$ cat src/design/sparse_conv_gather_scatter_top_macros.svh
// Assertion macros for the sparse conv gather/scatter block.
// Included by scgs_back, the RTL file that carries concurrent assertions.
`ifndef SPARSE_CONV_GATHER_SCATTER_TOP_MACROS_SVH
`define SPARSE_CONV_GATHER_SCATTER_TOP_MACROS_SVH
`ifndef ASSERT_OFF
// property must hold at every clock edge out of reset
`define SCGS_ASSERT(lbl, clk, rst_n, prop, msg) \
  lbl: assert property (@(posedge clk) disable iff (!rst_n) (prop)) else $error(msg);
// expression must never be true out of reset
`define SCGS_ASSERT_NEVER(lbl, clk, rst_n, expr, msg) \
  lbl: assert property (@(posedge clk) disable iff (!rst_n) !(expr)) else $error(msg);
`else
`define SCGS_ASSERT(lbl, clk, rst_n, prop, msg)
`define SCGS_ASSERT_NEVER(lbl, clk, rst_n, expr, msg)
`endif
`endif

$ cat src/design/scgs_pkg.sv
// Shared types and constants for the sparse conv gather/scatter block.
// No dependencies.
`default_nettype none
package scgs_pkg;

  localparam int SITES_DEF    = 256;
  localparam int CHANNELS_DEF = 64;
  localparam int MAX_ADDR_W   = 22;  // 65536 sites x 64 channels
  localparam int VAL_W        = 32;
  localparam int CH_W         = 6;
  localparam int SITE_W       = 8;
  localparam int MODE_W       = 3;
  localparam int CFG_W        = 7;
  localparam logic [CFG_W-1:0] CFG_RESET = 7'd64;
  localparam int RES_DEPTH    = 4;
  localparam int RES_PW       = 2;

  localparam logic [MODE_W-1:0] MODE_LOAD    = 3'd0;
  localparam logic [MODE_W-1:0] MODE_GATHER  = 3'd1;
  localparam logic [MODE_W-1:0] MODE_SCATTER = 3'd2;
  localparam logic [MODE_W-1:0] MODE_READ    = 3'd3;
  localparam logic [MODE_W-1:0] MODE_CLEAR   = 3'd4;

  typedef enum logic [2:0] {
    OP_LOAD,
    OP_GATHER,
    OP_SCATTER,
    OP_READ,
    OP_CLEAR
  } cmd_op_e;

  typedef struct packed {
    cmd_op_e                op;
    logic [MAX_ADDR_W-1:0]  addr;      // element address, or row base for gather
    logic                   zero;      // out-of-range read/gather: emit zeros
    logic [CH_W-1:0]        channel;
    logic [VAL_W-1:0]       value;
    logic [CH_W-1:0]        last_ch;
    logic                   list_end;
  } cmd_t;

  typedef struct packed {
    logic [VAL_W-1:0] value;
    logic [CH_W-1:0]  channel;
    logic             row_last;
    logic             list_end;
  } res_t;

endpackage
`default_nettype wire

$ cat src/design/scgs_front.sv
// Front end: takes input items, range-checks and classifies them into
// commands, and holds them in a two-entry command queue. Uses scgs_pkg.
`default_nettype none
module scgs_front import scgs_pkg::*; #(
  parameter int SITES    = SITES_DEF,
  parameter int CHANNELS = CHANNELS_DEF
) (
  input  wire logic              clk_i,
  input  wire logic              rst_ni,
  input  wire logic              push_i,
  output logic                   full_o,
  input  wire logic [MODE_W-1:0] mode_i,
  input  wire logic [SITE_W-1:0] site_i,
  input  wire logic [CH_W-1:0]   channel_i,
  input  wire logic [VAL_W-1:0]  value_i,
  input  wire logic              batch_end_i,
  input  wire logic [CH_W-1:0]   last_ch_i,
  input  wire logic              hold_i,
  output logic                   cmd_valid_o,
  output cmd_t                   cmd_o,
  input  wire logic              cmd_pop_i
);

  logic       site_ok, elem_ok, want, accept, do_push;
  cmd_t       cmd_new;
  cmd_t       q_q [2];
  logic       wr_ptr_q, rd_ptr_q;
  logic [1:0] cnt_q;

  assign site_ok = 32'(site_i) < SITES;
  assign elem_ok = site_ok && (32'(channel_i) < CHANNELS);

  always_comb begin
    cmd_new          = '0;
    cmd_new.channel  = channel_i;
    cmd_new.value    = value_i;
    cmd_new.last_ch  = last_ch_i;
    cmd_new.list_end = batch_end_i;
    want             = 1'b0;
    unique case (mode_i)
      MODE_LOAD: begin
        cmd_new.op   = OP_LOAD;
        cmd_new.addr = MAX_ADDR_W'(32'(site_i) * CHANNELS + 32'(channel_i));
        want         = elem_ok;
      end
      MODE_GATHER: begin
        cmd_new.op   = OP_GATHER;
        cmd_new.addr = site_ok ? MAX_ADDR_W'(32'(site_i) * CHANNELS) : '0;
        cmd_new.zero = !site_ok;
        want         = 1'b1;
      end
      MODE_SCATTER: begin
        cmd_new.op   = OP_SCATTER;
        cmd_new.addr = MAX_ADDR_W'(32'(site_i) * CHANNELS + 32'(channel_i));
        want         = elem_ok;
      end
      MODE_READ: begin
        cmd_new.op   = OP_READ;
        cmd_new.addr = elem_ok ? MAX_ADDR_W'(32'(site_i) * CHANNELS + 32'(channel_i)) : '0;
        cmd_new.zero = !elem_ok;
        want         = 1'b1;
      end
      MODE_CLEAR: begin
        cmd_new.op = OP_CLEAR;
        want       = 1'b1;
      end
      default: begin
        want = 1'b0;  // unknown modes: item is taken and dropped
      end
    endcase
  end

  assign full_o      = (cnt_q == 2'd2) || hold_i;
  assign accept      = push_i && !full_o;
  assign do_push     = accept && want;
  assign cmd_valid_o = (cnt_q != 2'd0);
  assign cmd_o       = q_q[rd_ptr_q];

  always_ff @(posedge clk_i) begin
    if (do_push) begin
      q_q[wr_ptr_q] <= cmd_new;
    end
  end

  always_ff @(posedge clk_i or negedge rst_ni) begin
    if (!rst_ni) begin
      wr_ptr_q <= 1'b0;
      rd_ptr_q <= 1'b0;
      cnt_q    <= 2'd0;
    end else begin
      if (do_push) begin
        wr_ptr_q <= !wr_ptr_q;
      end
      if (cmd_pop_i) begin
        rd_ptr_q <= !rd_ptr_q;
      end
      cnt_q <= cnt_q + 2'(do_push) - 2'(cmd_pop_i);
    end
  end

endmodule
`default_nettype wire

$ cat config.mk
export PLATFORM = sky130hd
export DESIGN_NAME = scgs_front
export DESIGN_NICKNAME = d
export VERILOG_FILES = /design/src/design/sparse_conv_gather_scatter_top_macros.svh /design/src/design/scgs_pkg.sv /design/src/design/scgs_front.sv
export SDC_FILE = /design/constraint.sdc
export NUM_CORES = 1
export LEC_CHECK = 0
export BUFFER_PORTS_ARGS = -buffer_cell sky130_fd_sc_hd__buf_2
export CORE_ASPECT_RATIO = 1.5
export CORE_MARGIN = 5
export CORE_UTILIZATION = 47
export CTS_CLUSTER_SIZE = 16
export DETAILED_ROUTE_END_ITERATION = 10
export PLACE_DENSITY_LB_ADDON = 0.15
export SLEW_MARGIN = 20
export SYNTH_ARGS = -nofsm -noshare
export SYNTH_HDL_FRONTEND = slang
export SYNTH_SLANG_ARGS = --single-unit
$ cat constraint.sdc
create_clock -name clk_i -period 3.6 [get_ports clk_i]
set_clock_uncertainty 0.1 [all_clocks]
set_input_delay 0 -clock clk_i [delete_from_list [all_inputs] [get_ports clk_i]]
set_output_delay 0 -clock clk_i [all_outputs]
set_load 0.005 [all_outputs]
==> flow_summary.json <==
{
  "startpoint": "rd_ptr_q",
  "htree_num_levels": 4,
  "gp_congestion": 0.6978,
  "fin_crit_ps": 2269,
  "rr_startpoint": "cnt_q[1]",
  "tritoncts": "done",
  "antenna_found_initial": 0,
  "timing.max_cap.violations": 0,
  "worst_slack_ps": 1331,
  "slowest_delay_ps": 850,
  "setup_viol": 0,
  "clk_latency_ps": 400,
  "fin_nets": 507,
  "io_buffer_count": 124,
  "synth.top_cell.area_share_pct": 71.88,
  "p_comb_share_pct": 23.9,
  "synth_area_um2": 5180,
  "cp.required_ps": 3500,
  "place_hpwl_um": 6175,
  "cts_root_buffer": "clkbuf_16",
  "crit_arrival_ps": 2170,
  "cts-buffers-inserted": 17,
  "switching_share_pct": 24.10,
  "p_leak_nw": 2.861,
  "vias_per_cell": 4.548,
  "place_ws_ps": 1366,
  "period_share_pct": 63.04,
  "die_h_um": 138.6,
  "grt_usage_pct": 14.79,
  "post_drt_wl_per_cell_um": 15.64,
  "slew_viol_final": 0,
  "dp.cells": 510,
  "switchingPower_mw": 1.105,
  "syn_inst": 243,
  "p_seq_share_pct": 42.4,
  "synth_area_leaders": "edfxtp_1, mux2_4, buf_12, dfrtp_1, buf_4",
  "grt_pass1_wl_um": 14390,
  "vias": 2738,
  "crit_path_top_delay_cell": "dfrtp_4",
  "intPower_mw": 3.479,
  "cts_buffer_depth": 2,
  "tns_ps": 0,
  "dieArea_um2": 13260,
  "rows": 47,
  "wl_um": 9416,
  "regArea_um2": 3827,
  "crit_chain": "buf_4 -> mux2_4 -> buf_2",
  "start_util_pct": 47.36,
  "synthArstFlopShare_pct": 3.125,
  "yosysTopAreaCell": "edfxtp_1",
  "avgSynthCellArea_um2": 21.32,
  "crit_family": "flip-flops",
  "num-fill-cells": 820,
  "fmax_ghz": 0.4406,
  "drt.antenna.violating_nets": 0,
  "r2r_setup_slack_ps": 1440,
  "finalNonFillerCells": 602,
  "start_kind": "register",
  "overflow": 0,
  "io_pins": 134,
  "cts.clk_slew.worst_paths_ps": 50,
  "hold_viol_final": 0,
  "path_buf_inv": 2,
  "netlist-cell-type-count": 23,
  "clock-sinks": 128,
  "worstHoldStart": "push_i",
  "tightest_slew_ps": 670.5,
  "outcome": "finished, final reports clean",
  "coreArea_um2": 10940,
  "grt_max_degree": 40,
  "areaGrowthSynthToFinish_pct": 35.70,
  "slew_headroom_pct": 55.30,
  "postCtsSetupBuffers": 0,
  "antennaDiodeCount": 0,
  "drtPass1Iterations": 4,
  "multi_input_area_um2": 1177,
  "yosysWarnings": 0,
  "layout_common_cells": "buf_2, edfxtp_1, dlygate4sd3_1",
  "synthFlopType": "edfxtp_1",
  "drive_above_1_share_pct": 48.35,
  "hold_class": "input port to register",
  "ir_drop_mv": 0.4939,
  "die_width_um": 95.72,
  "rsz0062_at_grt": "no",
  "endpoint_kind": "primary output",
  "grt_pass1_vias": 2924,
  "critPathKind": "register to primary output",
  "yosysSeqAreaShare_pct": 73.82,
  "ys_ff_latch": 128,
  "drtIter0Drc": 116,
  "power_density_nw_per_um2": 652.1,
  "critical_path_peak_fanout": 37,
  "drc": 0,
  "power.clock.fraction_pct": 33.7,
  "synth_enable_flop_cells": 124
}
## metal layers
metal | wire length [um] | track usage (%)
met1 | 3611 | 15.96
met2 | 5095 | 25.66
met3 | 588 | 5.537
met4 | 119 | 5.772
met5 | 0 | 0
## tightest hold or removal path, stage by stage
cell	delay [ps]
buf_2	100
nand4b_1	170
nor2_4	100
## final timing paths
check / to / depth (start not counted)
setup / recovery: cmd_o[25] / 3
hold / removal: q_q[0][50] / 3
setup reg to reg: q_q[1][61] / 5
hold reg to reg: cnt_q[1] / 1
max in group asynchronous: rd_ptr_q / 3
min in group asynchronous: cnt_q[0] / 3
## power groups by stage
stage | registers, mW | logic [mW] | clock network (mW)
finish | 1.94 | 1.10 | 1.55
CTS | 1.95 | 1.12 | 1.58
global placement | 1.97 | 1.06 | 0
detailed placement | 1.98 | 1.07 | 0
floorplan | 1.86 | 0.919 | 0
global route | 1.97 | 1.18 | 1.64
## flip-flops by register name, summed over array words and instances (netlist names)
| signal | count |
|---|---|
| cnt_q | 2 |
| q_q | 124 |
| rd_ptr_q | 1 |
| wr_ptr_q | 1 |
## cells by family after synthesis
| group | count (synthesis) | synth area share (%) |
|---|---|---|
| buffers and inverters | 21 | 4.203 |
| and+or+nand+nor | 23 | 2.802 |
| muxes | 62 | 17.75 |
| DFF | 128 | 73.82 |
| AOI/OAI and AO/OA | 2 | 0.1931 |
| adders and majority gates | 2 | 0.4830 |
| xor gates and xnor gates | 4 | 0.6765 |
| other | 1 | 0.07239 |
## what timing repair did
action | CTS | global route
hold endpoints to repair | 131 | 0
gates resized for setup | 0 | 0
hold buffers | 62 | 0
## final cells by class
cell class | instances | share of cell area, %
sequential | 128 | 54.45
inverter | 4 | 0.2136
tap | 147 | 2.617
clock buffer | 21 | 6.266
timing repair buffer | 191 | 18.37
clock inverter | 9 | 1.335
multi-input combinational | 102 | 16.75
## cell usage after synthesis (2+ instances only)
library cell,count
ha_1,2
inv_1,4
buf_4,9
nand2b_1,2
dfrtp_1,4
nor2_1,2
and2_1,7
mux2_4,59
and2b_1,2
edfxtp_1,124
buf_12,6
mux2_2,3
xnor2_1,3
nor2b_1,7
## per-stage QoR
| step | hold slack [ps] | util (%) | instance area (um^2) | power [mW] |
|---|---|---|---|---|
| final | 55.95 | 64.26 | 7029 | 4.584 |
| after CTS | 32.84 | 64.26 | 7029 | 4.656 |
| after floorplan | -395.6 | - | 5213 | 2.776 |
| after global placement | -285.1 | 53.71 | 5874 | 3.032 |
| after detailed placement | -284.5 | 53.71 | 5874 | 3.044 |
| after global routing | 47.77 | 64.26 | 7029 | 4.795 |
No activity file was read; power rests on OpenSTA's default activity.
